## src/rtl/core/bvg_pkg.sv

```systemverilog
// shared types and constants of the battery voltage gauge
`timescale 1ns / 1ps
`default_nettype none

package bvg_pkg;

    // item selector carried on the input tuser
    typedef enum logic [1:0] {
        FUNC_TICK   = 2'd0,
        FUNC_SAMPLE = 2'd1,
        FUNC_VREQ   = 2'd2,
        FUNC_PREQ   = 2'd3
    } func_t;

    // register index, byte address divided by four
    typedef enum logic [1:0] {
        REG_MAX_MV   = 2'd0,
        REG_MIN_MV   = 2'd1,
        REG_VHOLD_MS = 2'd2,
        REG_PHOLD_MS = 2'd3
    } reg_idx_t;

    typedef enum logic [2:0] {
        ST_IDLE,
        ST_VLOAD,
        ST_PLOAD,
        ST_PDIV,
        ST_RESP
    } state_t;

    localparam int SAMPLES_DEFAULT = 10;

    // divider operand widths
    localparam int DIV_NUM_W = 30;
    localparam int DIV_DEN_W = 16;

    localparam int MV_W    = 13;
    localparam int PCT_W   = 7;
    localparam int SAMPLE_W = 12;
    localparam int SUM_W   = 16;
    localparam int AGE_W   = 16;

    // full scale in mV: 2 * 3.3 V * 1100
    localparam logic [12:0] FULL_SCALE_MV = 13'd7260;
    localparam int          ADC_MAX       = 4095;
    localparam logic [12:0] USB_HIGH_MV   = 13'd4500;
    localparam logic [12:0] USB_LOW_MV    = 13'd1000;
    localparam logic [6:0]  PCT_FULL      = 7'd100;

    localparam logic [15:0] VHOLD_RESET = 16'd2500;
    localparam logic [15:0] PHOLD_RESET = 16'd10000;

endpackage

`default_nettype wire

```

## src/rtl/core/bvg_div.sv

```systemverilog
// restoring divider, one quotient bit per cycle
`timescale 1ns / 1ps
`default_nettype none

module bvg_div
    import bvg_pkg::*;
#(
    parameter int NUM_W = DIV_NUM_W,
    parameter int DEN_W = DIV_DEN_W
)
(
    input  wire logic             clk,
    input  wire logic             rst_n,
    input  wire logic             start,
    input  wire logic [NUM_W-1:0] dividend,
    input  wire logic [DEN_W-1:0] divisor,
    output logic                  busy,
    output logic [NUM_W-1:0]      quotient
);

    localparam int CNT_W = $clog2(NUM_W + 1);

    logic [CNT_W-1:0] cnt_reg, cnt_next;
    logic [NUM_W-1:0] quo_reg, quo_next;
    logic [DEN_W-1:0] rem_reg, rem_next;
    logic [DEN_W-1:0] den_reg, den_next;
    logic [DEN_W:0]   shifted;
    logic [DEN_W:0]   diff;

    always_comb
    begin
        cnt_next = cnt_reg;
        quo_next = quo_reg;
        rem_next = rem_reg;
        den_next = den_reg;
        shifted  = {rem_reg, quo_reg[NUM_W-1]};
        diff     = shifted - {1'b0, den_reg};
        if (start)
        begin
            cnt_next = CNT_W'(NUM_W);
            quo_next = dividend;
            rem_next = '0;
            den_next = divisor;
        end
        else if (cnt_reg != '0)
        begin
            cnt_next = cnt_reg - 1'b1;
            if (!diff[DEN_W])
            begin
                rem_next = diff[DEN_W-1:0];
                quo_next = {quo_reg[NUM_W-2:0], 1'b1};
            end
            else
            begin
                rem_next = shifted[DEN_W-1:0];
                quo_next = {quo_reg[NUM_W-2:0], 1'b0};
            end
        end
    end

    always_ff @(posedge clk or negedge rst_n)
    begin
        if (!rst_n)
        begin
            cnt_reg <= '0;
        end
        else
        begin
            cnt_reg <= cnt_next;
        end
    end

    always_ff @(posedge clk)
    begin
        quo_reg <= quo_next;
        rem_reg <= rem_next;
        den_reg <= den_next;
    end

    assign busy     = (cnt_reg != '0);
    assign quotient = quo_reg;

endmodule

`default_nettype wire

```

## src/rtl/core/battery_voltage_gauge.sv

```systemverilog
// battery voltage gauge top level: sequencer, state, config port, output register
//
// usage
//   input stream s_*: one transfer per item; s_tuser selects tick, adc sample,
//   voltage request or percent request; s_tdata carries the sample and force bit
//   output stream m_*: exactly one transfer per input item, holding the stored
//   voltage, percent, usb flag, busy flag and the new-voltage mark after that item
//   config: apb-style, four registers at byte addresses 0, 4, 8, 12, pready tied high
// sequencing
//   one item at a time; s_tready is low from acceptance until the result is loaded
//   ticks, voltage requests, ordinary samples and waiting percent requests: ST_RESP loads
//   a closing sample averages by one reciprocal multiply in ST_VLOAD before ST_RESP
//   a percent divide runs the divider from ST_PLOAD through ST_PDIV to ST_RESP,
//   for a percent request or after a closing sample with a percent request pending
// reset
//   all stored values clear, hold times return to 2500 and 10000 ms, no voltage yet
// stall
//   a result waits in the output register; the block accepts the next item and
//   works on it, but loads its result only once the previous one is taken
`timescale 1ns / 1ps
`default_nettype none

module battery_voltage_gauge
    import bvg_pkg::*;
#(
    parameter int SAMPLES_PER_MEASURE = SAMPLES_DEFAULT
)
(
    input  wire logic        clk,
    input  wire logic        rst_n,
    // input stream
    input  wire logic        s_tvalid,
    output logic             s_tready,
    input  wire logic [15:0] s_tdata,   // adc_sample[11:0], force_req[12], zero pad
    input  wire logic [1:0]  s_tuser,   // func[1:0]
    // output stream
    output logic             m_tvalid,
    input  wire logic        m_tready,
    output logic [23:0]      m_tdata,   // voltage_mv[12:0], battery_percent[19:13],
                                        // usb_powered[20], busy_res[21],
                                        // new_voltage[22], zero pad
    // config port
    input  wire logic        psel,
    input  wire logic        penable,
    input  wire logic        pwrite,
    input  wire logic [3:0]  paddr,
    input  wire logic [31:0] pwdata,
    output logic [31:0]      prdata,
    output logic             pready
);

    // count compare is one bit wider so a full count of 16 fits
    localparam logic [4:0]  SPM     = 5'(SAMPLES_PER_MEASURE);
    // averaging denominator: full adc code times the sample count
    localparam logic [63:0] AVG_DEN = 64'(ADC_MAX * SAMPLES_PER_MEASURE);
    // full scale over the denominator, scaled by 2^32 and rounded up; exact for
    // any 16-bit sum while the denominator stays below 2^16
    localparam logic [32:0] AVG_MUL =
        33'(((64'(FULL_SCALE_MV) << 32) + AVG_DEN - 64'd1) / AVG_DEN);

    // state registers
    state_t               state_reg, state_next;
    logic [MV_W-1:0]      max_mv_reg, max_mv_next;
    logic [MV_W-1:0]      min_mv_reg, min_mv_next;
    logic [AGE_W-1:0]     vhold_reg, vhold_next;
    logic [AGE_W-1:0]     phold_reg, phold_next;
    logic [SUM_W-1:0]     sum_reg, sum_next;
    logic [3:0]           count_reg, count_next;
    logic                 measuring_reg, measuring_next;
    logic [MV_W-1:0]      volt_reg, volt_next;
    logic [AGE_W-1:0]     vage_reg, vage_next;
    logic [PCT_W-1:0]     pct_reg, pct_next;
    logic [AGE_W-1:0]     page_reg, page_next;
    logic                 once_reg, once_next;
    logic                 pending_reg, pending_next;
    logic                 done_reg, done_next;
    logic                 m_tvalid_reg, m_tvalid_next;
    logic [23:0]          m_tdata_reg, m_tdata_next;

    // divider for the percent calculation
    logic                 div_start;
    logic [DIV_NUM_W-1:0] div_dividend;
    logic [DIV_DEN_W-1:0] div_divisor;
    logic                 div_busy;
    logic [DIV_NUM_W-1:0] div_quotient;

    // decoded input and helpers
    logic                 in_xfer;
    func_t                in_func;
    logic [SAMPLE_W-1:0]  in_sample;
    logic                 in_force;
    logic                 cfg_wr;
    reg_idx_t             cfg_idx;
    logic                 limits_zero;
    logic                 fresh_v;
    logic [SUM_W-1:0]     sum_add;
    logic [4:0]           cnt_inc;
    logic [48:0]          avg_prod;
    logic [MV_W-1:0]      range_mv;
    logic [MV_W-1:0]      drop_mv;
    logic [19:0]          pct_num;
    logic [20:0]          pct_num_ceil;
    logic [PCT_W-1:0]     pct_out;
    logic                 usb_flag;

    assign in_xfer   = s_tvalid && s_tready;
    assign in_func   = func_t'(s_tuser);
    assign in_sample = s_tdata[11:0];
    assign in_force  = s_tdata[12];
    assign cfg_wr    = psel && penable && pwrite && pready;
    assign cfg_idx   = reg_idx_t'(paddr[3:2]);

    assign limits_zero = (max_mv_reg == '0) || (min_mv_reg == '0);
    assign fresh_v     = (volt_reg != '0) && (vage_reg < vhold_reg);
    assign sum_add     = sum_reg + {4'b0, in_sample};
    assign cnt_inc     = {1'b0, count_reg} + 5'd1;

    // average by reciprocal multiply, quotient starts at bit 32
    assign avg_prod     = {33'b0, sum_reg} * {16'b0, AVG_MUL};
    // numerator for the percent divide
    assign range_mv     = max_mv_reg - min_mv_reg;
    assign drop_mv      = max_mv_reg - volt_reg;
    assign pct_num      = 20'(drop_mv * PCT_FULL);
    // ceiling division: add divisor minus one
    assign pct_num_ceil = {1'b0, pct_num} + {8'b0, range_mv} - 21'd1;

    assign pct_out  = limits_zero ? '0 : pct_reg;
    assign usb_flag = (volt_reg > USB_HIGH_MV) || (volt_reg < USB_LOW_MV);

    bvg_div #(
        .NUM_W (DIV_NUM_W),
        .DEN_W (DIV_DEN_W)
    ) u_div (
        .clk      (clk),
        .rst_n    (rst_n),
        .start    (div_start),
        .dividend (div_dividend),
        .divisor  (div_divisor),
        .busy     (div_busy),
        .quotient (div_quotient)
    );

    // sequencer: next state, state updates and divider control
    always_comb
    begin
        state_next     = state_reg;
        max_mv_next    = max_mv_reg;
        min_mv_next    = min_mv_reg;
        vhold_next     = vhold_reg;
        phold_next     = phold_reg;
        sum_next       = sum_reg;
        count_next     = count_reg;
        measuring_next = measuring_reg;
        volt_next      = volt_reg;
        vage_next      = vage_reg;
        pct_next       = pct_reg;
        page_next      = page_reg;
        once_next      = once_reg;
        pending_next   = pending_reg;
        done_next      = done_reg;
        m_tvalid_next  = m_tvalid_reg && !m_tready;
        m_tdata_next   = m_tdata_reg;
        div_start      = 1'b0;
        div_dividend   = '0;
        div_divisor    = '0;

        // register writes are to arrive only while idle; the block does not enforce this
        if (cfg_wr)
        begin
            case (cfg_idx)
                REG_MAX_MV:   max_mv_next = pwdata[MV_W-1:0];
                REG_MIN_MV:   min_mv_next = pwdata[MV_W-1:0];
                REG_VHOLD_MS: vhold_next  = pwdata[AGE_W-1:0];
                REG_PHOLD_MS: phold_next  = pwdata[AGE_W-1:0];
                default:      ;
            endcase
        end

        case (state_reg)
            ST_IDLE:
            begin
                if (in_xfer)
                begin
                    done_next  = 1'b0;
                    state_next = ST_RESP;
                    case (in_func)
                        FUNC_TICK:
                        begin
                            // ages saturate
                            if (vage_reg != '1)
                                vage_next = vage_reg + 1'b1;
                            if (page_reg != '1)
                                page_next = page_reg + 1'b1;
                        end
                        FUNC_SAMPLE:
                        begin
                            if (measuring_reg)
                            begin
                                sum_next = sum_add;
                                if (cnt_inc >= SPM)
                                begin
                                    count_next = '0;
                                    state_next = ST_VLOAD;
                                end
                                else
                                begin
                                    count_next = cnt_inc[3:0];
                                end
                            end
                        end
                        FUNC_VREQ:
                        begin
                            if ((in_force || !fresh_v) && !measuring_reg)
                            begin
                                measuring_next = 1'b1;
                                sum_next       = '0;
                                count_next     = '0;
                            end
                        end
                        FUNC_PREQ:
                        begin
                            if (!limits_zero &&
                                !(!in_force && once_reg && (page_reg < phold_reg)))
                            begin
                                if (fresh_v)
                                begin
                                    state_next = ST_PLOAD;
                                end
                                else
                                begin
                                    pending_next = 1'b1;
                                    if (!measuring_reg)
                                    begin
                                        measuring_next = 1'b1;
                                        sum_next       = '0;
                                        count_next     = '0;
                                    end
                                end
                            end
                        end
                        default: ;
                    endcase
                end
            end

            ST_VLOAD:
            begin
                // average: sum * full scale / (adc max * samples)
                volt_next      = avg_prod[32 +: MV_W];
                vage_next      = '0;
                measuring_next = 1'b0;
                done_next      = 1'b1;
                state_next     = ST_RESP;
                if (pending_reg)
                begin
                    pending_next = 1'b0;
                    if (!limits_zero)
                        state_next = ST_PLOAD;
                end
            end

            ST_PLOAD:
            begin
                if (max_mv_reg <= min_mv_reg)
                begin
                    // inverted or empty range
                    pct_next   = (volt_reg >= max_mv_reg) ? PCT_FULL : '0;
                    page_next  = '0;
                    once_next  = 1'b1;
                    state_next = ST_RESP;
                end
                else if (volt_reg >= max_mv_reg)
                begin
                    pct_next   = PCT_FULL;
                    page_next  = '0;
                    once_next  = 1'b1;
                    state_next = ST_RESP;
                end
                else
                begin
                    div_start    = 1'b1;
                    div_dividend = DIV_NUM_W'(pct_num_ceil);
                    div_divisor  = DIV_DEN_W'(range_mv);
                    state_next   = ST_PDIV;
                end
            end

            ST_PDIV:
            begin
                if (!div_busy)
                begin
                    // quotient is the ceiling of the drop in percent
                    if (div_quotient > DIV_NUM_W'(PCT_FULL))
                        pct_next = '0;
                    else
                        pct_next = PCT_FULL - div_quotient[PCT_W-1:0];
                    page_next  = '0;
                    once_next  = 1'b1;
                    state_next = ST_RESP;
                end
            end

            ST_RESP:
            begin
                // load the result once the output register is free
                if (!m_tvalid_reg || m_tready)
                begin
                    m_tvalid_next = 1'b1;
                    m_tdata_next  = {1'b0, done_reg, measuring_reg, usb_flag,
                                     pct_out, volt_reg};
                    state_next    = ST_IDLE;
                end
            end

            default:
            begin
                state_next = ST_IDLE;
            end
        endcase
    end

    always_ff @(posedge clk or negedge rst_n)
    begin
        if (!rst_n)
        begin
            state_reg     <= ST_IDLE;
            max_mv_reg    <= '0;
            min_mv_reg    <= '0;
            vhold_reg     <= VHOLD_RESET;
            phold_reg     <= PHOLD_RESET;
            sum_reg       <= '0;
            count_reg     <= '0;
            measuring_reg <= 1'b0;
            volt_reg      <= '0;
            vage_reg      <= '0;
            pct_reg       <= '0;
            page_reg      <= '0;
            once_reg      <= 1'b0;
            pending_reg   <= 1'b0;
            done_reg      <= 1'b0;
            m_tvalid_reg  <= 1'b0;
        end
        else
        begin
            state_reg     <= state_next;
            max_mv_reg    <= max_mv_next;
            min_mv_reg    <= min_mv_next;
            vhold_reg     <= vhold_next;
            phold_reg     <= phold_next;
            sum_reg       <= sum_next;
            count_reg     <= count_next;
            measuring_reg <= measuring_next;
            volt_reg      <= volt_next;
            vage_reg      <= vage_next;
            pct_reg       <= pct_next;
            page_reg      <= page_next;
            once_reg      <= once_next;
            pending_reg   <= pending_next;
            done_reg      <= done_next;
            m_tvalid_reg  <= m_tvalid_next;
        end
    end

    // output payload, no reset needed
    always_ff @(posedge clk)
    begin
        m_tdata_reg <= m_tdata_next;
    end

    // register readback
    always_comb
    begin
        case (cfg_idx)
            REG_MAX_MV:   prdata = {19'b0, max_mv_reg};
            REG_MIN_MV:   prdata = {19'b0, min_mv_reg};
            REG_VHOLD_MS: prdata = {16'b0, vhold_reg};
            REG_PHOLD_MS: prdata = {16'b0, phold_reg};
            default:      prdata = '0;
        endcase
    end

    assign pready   = 1'b1;
    assign s_tready = (state_reg == ST_IDLE);
    assign m_tvalid = m_tvalid_reg;
    assign m_tdata  = m_tdata_reg;

    // one item in flight: an accepted transfer closes the input
    a_one_item: assert property (@(posedge clk) disable iff (!rst_n)
        in_xfer |=> !s_tready)
        else $error("input accepted while previous item still in work");

    // the divider is never restarted while a job runs
    a_div_idle: assert property (@(posedge clk) disable iff (!rst_n)
        div_start |-> !div_busy)
        else $error("divider started while busy");

    // a reported percent never exceeds full charge
    a_pct_range: assert property (@(posedge clk) disable iff (!rst_n)
        m_tvalid |-> (m_tdata[19:13] <= PCT_FULL))
        else $error("percent above 100");

    // a finished measurement is never reported as still collecting
    a_done_not_busy: assert property (@(posedge clk) disable iff (!rst_n)
        (m_tvalid && m_tdata[22]) |-> !m_tdata[21])
        else $error("new voltage reported while busy");

endmodule

`default_nettype wire
```

## config.mk

```make
export PLATFORM = sky130hd
export DESIGN_NAME = battery_voltage_gauge
export DESIGN_NICKNAME = d
export VERILOG_FILES = /design/src/rtl/core/bvg_pkg.sv /design/src/rtl/core/bvg_div.sv /design/src/rtl/core/battery_voltage_gauge.sv
export SDC_FILE = /design/constraint.sdc
export NUM_CORES = 1
export LEC_CHECK = 0
export BUFFER_PORTS_ARGS = -buffer_cell sky130_fd_sc_hd__buf_2
export CORE_ASPECT_RATIO = 0.9
export CORE_MARGIN = 3
export CORE_UTILIZATION = 64
export CTS_CLUSTER_SIZE = 8
export DETAILED_ROUTE_END_ITERATION = 10
export PLACE_DENSITY = 0.83
export RECOVER_POWER = 50
export SYNTH_ARGS = -nofsm -noshare
export SYNTH_HDL_FRONTEND = slang
export SYNTH_SLANG_ARGS = --single-unit
```

## constraint.sdc

```tcl
create_clock -name clk -period 8.4 [get_ports clk]
set_clock_uncertainty 0.2 [all_clocks]
set_input_delay 1.26 -clock clk [delete_from_list [all_inputs] [get_ports clk]]
set_output_delay 1.26 -clock clk [all_outputs]
set_load 0.02 [all_outputs]
```

; After elaboration in Yosys (flattened, before gate mapping)
; Cells that the tools add are included.
[word_totals]
input_bits = 61
wordCells = 196
regBits = 228
[op_classes]
n_reduce_logical = 47
n_addsub = 11
n_eq_ne = 31
n_lt_le_gt_ge = 8
muxes = 73
bitwise_logic = 1
n_mul = 2
[ops]
columns = operator, count
row1 = two-way mux 16 bit, 15
row2 = case mux 32 bit (4 select lines), 1
row3 = case mux 16 bit (3 select lines), 2
row4 = two-way mux 21 bit, 3
row5 = two-way mux 30 bit, 2
row6 = "multiplier 16 x 29 -> 44 bit, second input constant", 1
row7 = two-way mux 7 bit, 5
row8 = two-way mux 3 bit, 11
row9 = "adder 16 x 1 -> 16 bit, second input constant", 2
row10 = < comparator 16 bit, 2
row11 = "!= test 16 bit, second input constant", 2
row12 = case mux 16 bit (2 select lines), 1
row13 = "greater-than comparator 30 x 7 -> 1 bit, second input constant", 1
row14 = zero test 13 bit, 2
row15 = subtractor 13 bit, 2
row16 = two-way mux 4 bit, 6
row17 = adder 20 x 13 -> 21 bit, 1
row18 = "subtractor 21 x 1 -> 21 bit, second input constant", 1
row19 = "multiplier 13 x 5 -> 18 bit, second input constant", 1
row20 = subtractor 17 x 16 -> 17 bit, 1
row21 = adder 16 x 12 -> 16 bit, 1
row22 = two-way mux 1 bit, 16
row23 = "!= test 2 bit, second input constant", 8
row24 = case mux 3 bit (5 select lines), 1
row25 = 39 further kinds, 85

; Depth between registers and ports, before layout
[logic_depth]
depth_word = 9
mapped_depth = 33

; Modules after synthesis
; Synthesis repeated with hierarchy kept, for this count alone.
[unflattened]
hier_cells = 2261
area_unflattened_um2 = 22163.8
[modules_own_cells]
columns = module, n_inst, seq_area_each_um2, cells_per_inst, area_per_inst_um2
row1 = battery_voltage_gauge, 1, 4156.5, 1951, 18597.8
row2 = bvg_div, 1, 1826.8, 310, 3565.9

; Worst setup path after synthesis
; No wires, ideal clock.
[synth_timing]
path_type = reg2reg
start = register max_mv_reg[0]
end = register u_div.quo_reg[20], in the netlist u_div.quotient[20] (data pin)
slack_ns = 1.887
setup_time_ns = 0.260
n_path_buf = 0
arrival_ns = 6.053
t_required_ns = 7.940
path_stages_with_launch = 33
path_cell_list = dfrtp_1 -> inv_1 -> ha_1 -> inv_1 -> fa_1 -> a21o_1 -> a21oi_1 -> o21bai_1 -> a21oi_1 -> nor2b_1 -> o21a_1 -> nor2_1 -> xnor2_1 -> ha_1 -> ha_1 -> inv_1 -> fa_1 -> inv_1 -> ha_1 -> a21oi_1 -> nand2_1 -> o21ai_1 -> o21bai_1 -> a21o_1 -> a21o_1 -> a21oi_1 -> xnor2_1 -> inv_1 -> ha_1 -> and2_1 -> a311oi_1 -> mux2i_1 -> nand2_1
[synth_between]
elab_chain_len = 8
word_cells_on_any_way = 14
cone_classes = add/sub (4) / mul (1) / order compare (2) / mux (7)
[synth_lines]
columns = item, line
row1 = "start, declared", battery_voltage_gauge.sv:63  ; logic [MV_W-1:0] max_mv_reg, max_mv_next;
row2 = "start signal, assigned", battery_voltage_gauge.sv:346  ; max_mv_reg <= max_mv_next;
row3 = subtractor 13 bit, battery_voltage_gauge.sv:122  ; assign drop_mv = max_mv_reg - volt_reg;
row4 = multiplier 13 x 5 -> 18 bit, battery_voltage_gauge.sv:123  ; assign pct_num = 20'(drop_mv * PCT_FULL);
row5 = adder 20 x 13 -> 21 bit, battery_voltage_gauge.sv:125  ; assign pct_num_ceil = {1'b0, pct_num} + {8'b0, range_mv} - 21'd1;
row6 = subtractor 21 x 1 -> 21 bit, battery_voltage_gauge.sv:125
row7 = two-way mux 21 bit, battery_voltage_gauge.sv:272  ; else if (volt_reg >= max_mv_reg)
row8 = two-way mux 21 bit, battery_voltage_gauge.sv:264  ; if (max_mv_reg <= min_mv_reg)
row9 = two-way mux 21 bit, battery_voltage_gauge.sv:179  ; case (state_reg)
row10 = two-way mux 30 bit (*), bvg_div.sv:38  ; if (start)
row11 = named net u_div.quo_next[20], bvg_div.sv:24  ; logic [NUM_W-1:0] quo_reg, quo_next;
row12 = "end signal, assigned", bvg_div.sv:75  ; quo_reg <= quo_next;
row13 = "end, declared", bvg_div.sv:24
; Mark *: on every way through the listed nets, which the timed path passes. The rest lies on a longest branch.
; A chain may end at the register's enable or synchronous reset.

; Worst setup path after layout
[layout_timing]
start = register volt_reg[0]
end = register u_div.quo_reg[20], in the netlist u_div.quotient[20] (data pin)
[layout_between]
elab_chain_len = 8
word_cells_on_any_way = 12
cone_classes = add/sub (3) / mul (1) / order compare (1) / mux (7)
[layout_lines]
columns = item, line
row1 = "start, declared", battery_voltage_gauge.sv:70  ; logic [MV_W-1:0] volt_reg, volt_next;
row2 = "start signal, assigned", battery_voltage_gauge.sv:353  ; volt_reg <= volt_next;
row3 = subtractor 13 bit, battery_voltage_gauge.sv:122
row4 = multiplier 13 x 5 -> 18 bit, battery_voltage_gauge.sv:123
row5 = adder 20 x 13 -> 21 bit, battery_voltage_gauge.sv:125
row6 = subtractor 21 x 1 -> 21 bit, battery_voltage_gauge.sv:125
row7 = two-way mux 21 bit, battery_voltage_gauge.sv:272
row8 = two-way mux 21 bit, battery_voltage_gauge.sv:264
row9 = two-way mux 21 bit, battery_voltage_gauge.sv:179
row10 = two-way mux 30 bit (*), bvg_div.sv:38
row11 = named net u_div.quo_next[20], bvg_div.sv:24
; Marks and branches as above.

==> reports/metrics.yaml <==
outcome:
  status: "complete, but fails checks"
  violations: "max-capacitance violations, max-slew violations"
drt:
  first_pass_iters: 6
  wirelength_um: 54100
  vias: 16700
  wire_per_inst_um: 19.5
  drtIter0Drc: 1175
  postRouteAntennaNets: 0
  routed_via_density: 6.03
  post-route-drc-count: 0
layout:
  diodes: 0
  drive_gt1_share_pct: 8.80
  largest_register_ffs: 30
  area_growth_pct: 8.19
  utilization_pct: 70.7
  nets: 2813
worst_setup_path:
  worstSetupEndpointType: "register"
  start_kind: "register"
  worst-setup-path-type: "register to register"
  crit_family: "adder cells"
  max_stage_delay_ns: 0.53
  crit_slowest_cell: "fa_1"
  crit_buf_inv: 4
  required_ns: 8.44
  cp_common_cell: "ha_1"
  crit_fanout: 5
  arrival_ns: 7.25
sta:
  fmax_mhz: 139
  final_hold_viol_count: 0
  post-route-period-util_pct: 85.8
  period_needed_ns: 7.20
  tns_ns: 0
  slew_headroom_pct: -156
  rsz0062_at_grt: "false"
  finalSetupViolCount: 0
  slew_violations: 146
  worst_pin_slew_ns: 3.84
clocking:
  cts_tree: "yes"
  h-tree-depth: 2
  clock_latency_ns: 0.54
  cts_root_buf: "clkbuf_16"
  clk_pin_slew_ns: 0.05
  cts_resized: 0
  clock-sinks: 225
  max-clock-path-buffers: 3
  cts_made_buffers: 34
  hold_buffers: 0
  cts_setup_buffers: 0
grt:
  grt_max_degree: 75
  overflow: 0
  antenna_found_initial: 1
  grt_pass1_vias: 17100
  grt_use_total_pct: 30.9
  grt_pass1_wl_um: 88700
floorplan:
  die_h_um: 181
  core_area_um2: 33200
  rows: 63
  start_util_pct: 65.3
  dieArea_um2: 36100
  dieWidth_um: 200
  io_pins: 120
place:
  dp_hpwl_um: 42600
  port_buffers: 80
  routabilityCongestion: 0.928
synthesis:
  synth_mux_area_share_pct: 4.33
  synth_top_area_share_pct: 17.9
  synth_top_family_by_area: "adder cells"
  avgSynthCellArea_um2: 9.78
  synthAdderAreaFrac_pct: 31.7
  ys.flop_type: "dfrtp_1"
  seq_area_frac_synth_pct: 27.2
  syn-cell-area_um2: 21700
  synth-xor-area-share_pct: 4.83
  synth-simple-area-share_pct: 11.3
  synth_cell_types: 82
  synth_cells: 2217
  ys_seq_elements: 225
  async_flop_share_pct: 63.6
  synth_area_leader_cell: "ha_1"
  synth-edff-count: 66
  yosys-top-cells-area: "ha_1 (18%), dfrtp_1 (15%), fa_1 (14%), edfxtp_1 (9.1%), inv_1 (6.0%)"
  synth_compound_area_share_pct: 13.1
  synth_warnings: 0
run:
  drv_cap: 2
worst_hold_path:
  hold_path_class: "register to register"
worst paths after layout:
check                       startpoint            endpoint  slack (ns)  cells after the start
min                           done_reg         m_tdata[22]        0.24                      0
max in group asynchronous        rst_n          sum_reg[2]        2.73                      2
max                        volt_reg[0]  u_div.quotient[20]        1.20                     31
min in group asynchronous        rst_n         vage_reg[8]        1.84                      1
max reg2reg                volt_reg[0]  u_div.quotient[20]        1.20                     31
min reg2reg                   done_reg         m_tdata[22]        0.24                      0
cell usage in the layout, fill, tap and decap left out, drive strengths merged, types with 62 or more instances in the layout:
master  instances
inv           345
ha            310
fa            149
nand2         145
dfrtp         133
o21ai         124
nor2          119
a21oi          96
clkbuf         88
xnor2          81
edfxtp         66
buf            62
routing by layer:
metal	vias up	GRT usage (%)	share of wire [%]
li1	7779	-	-
met1	8143	43.9	43
met2	673	48.3	45
met3	130	6.58	8.4
met4	0	8.48	2.9
met5	-	0	0
synthesized netlist by cell type, types with 16 or more instances:
| master | number |
|---|---|
| a211oi_1 | 21 |
| a21o_1 | 47 |
| a21oi_1 | 96 |
| a31oi_1 | 18 |
| and2_1 | 23 |
| buf_4 | 21 |
| clkbuf_1 | 36 |
| dfrtp_1 | 133 |
| dfxtp_1 | 16 |
| edfxtp_1 | 66 |
| fa_1 | 149 |
| ha_1 | 310 |
| inv_1 | 345 |
| mux2_2 | 44 |
| nand2_1 | 144 |
| nand3_1 | 41 |
| nand4_1 | 20 |
| nor2_1 | 119 |
| nor3_1 | 32 |
| nor4_1 | 28 |
| o21a_1 | 19 |
| o21ai_0 | 116 |
| o21bai_1 | 21 |
| o31ai_1 | 17 |
| xnor2_1 | 80 |
| xor2_1 | 35 |
cell type report:
type / count / area [um2]
multi-input cells: 1596 / 14200
fillers: 2429 / 9740
flip-flops and latches: 225 / 5890
inverters: 345 / 1290
clock buffers: 59 / 976
well taps: 455 / 569
repair buffers: 91 / 440
clock inverters: 3 / 62.6
through the flow:
step                      worst slack (ns)  instance area, um2  instances  hold slack (ns)
after floorplan                       1.89               21700       2233            0.225
after detailed placement              1.30               22500       2712            0.235
final                                 1.20               23400       2774            0.245
after CTS                             1.26               23500       2774            0.247
after global routing                 0.686               23400       2774            0.260
after global placement                1.40               22500       2712            0.235
cells by family after synthesis:
logic type | after synthesis
xor+xnor | 117
compound gates | 430
mux | 72
flops | 225
simple gates | 500
other cells | 2
fa+ha+maj | 459
buf+inv | 412
Power is not shown: default switching activity piles up to over one toggle a cycle in this logic, so the estimate is an artifact.
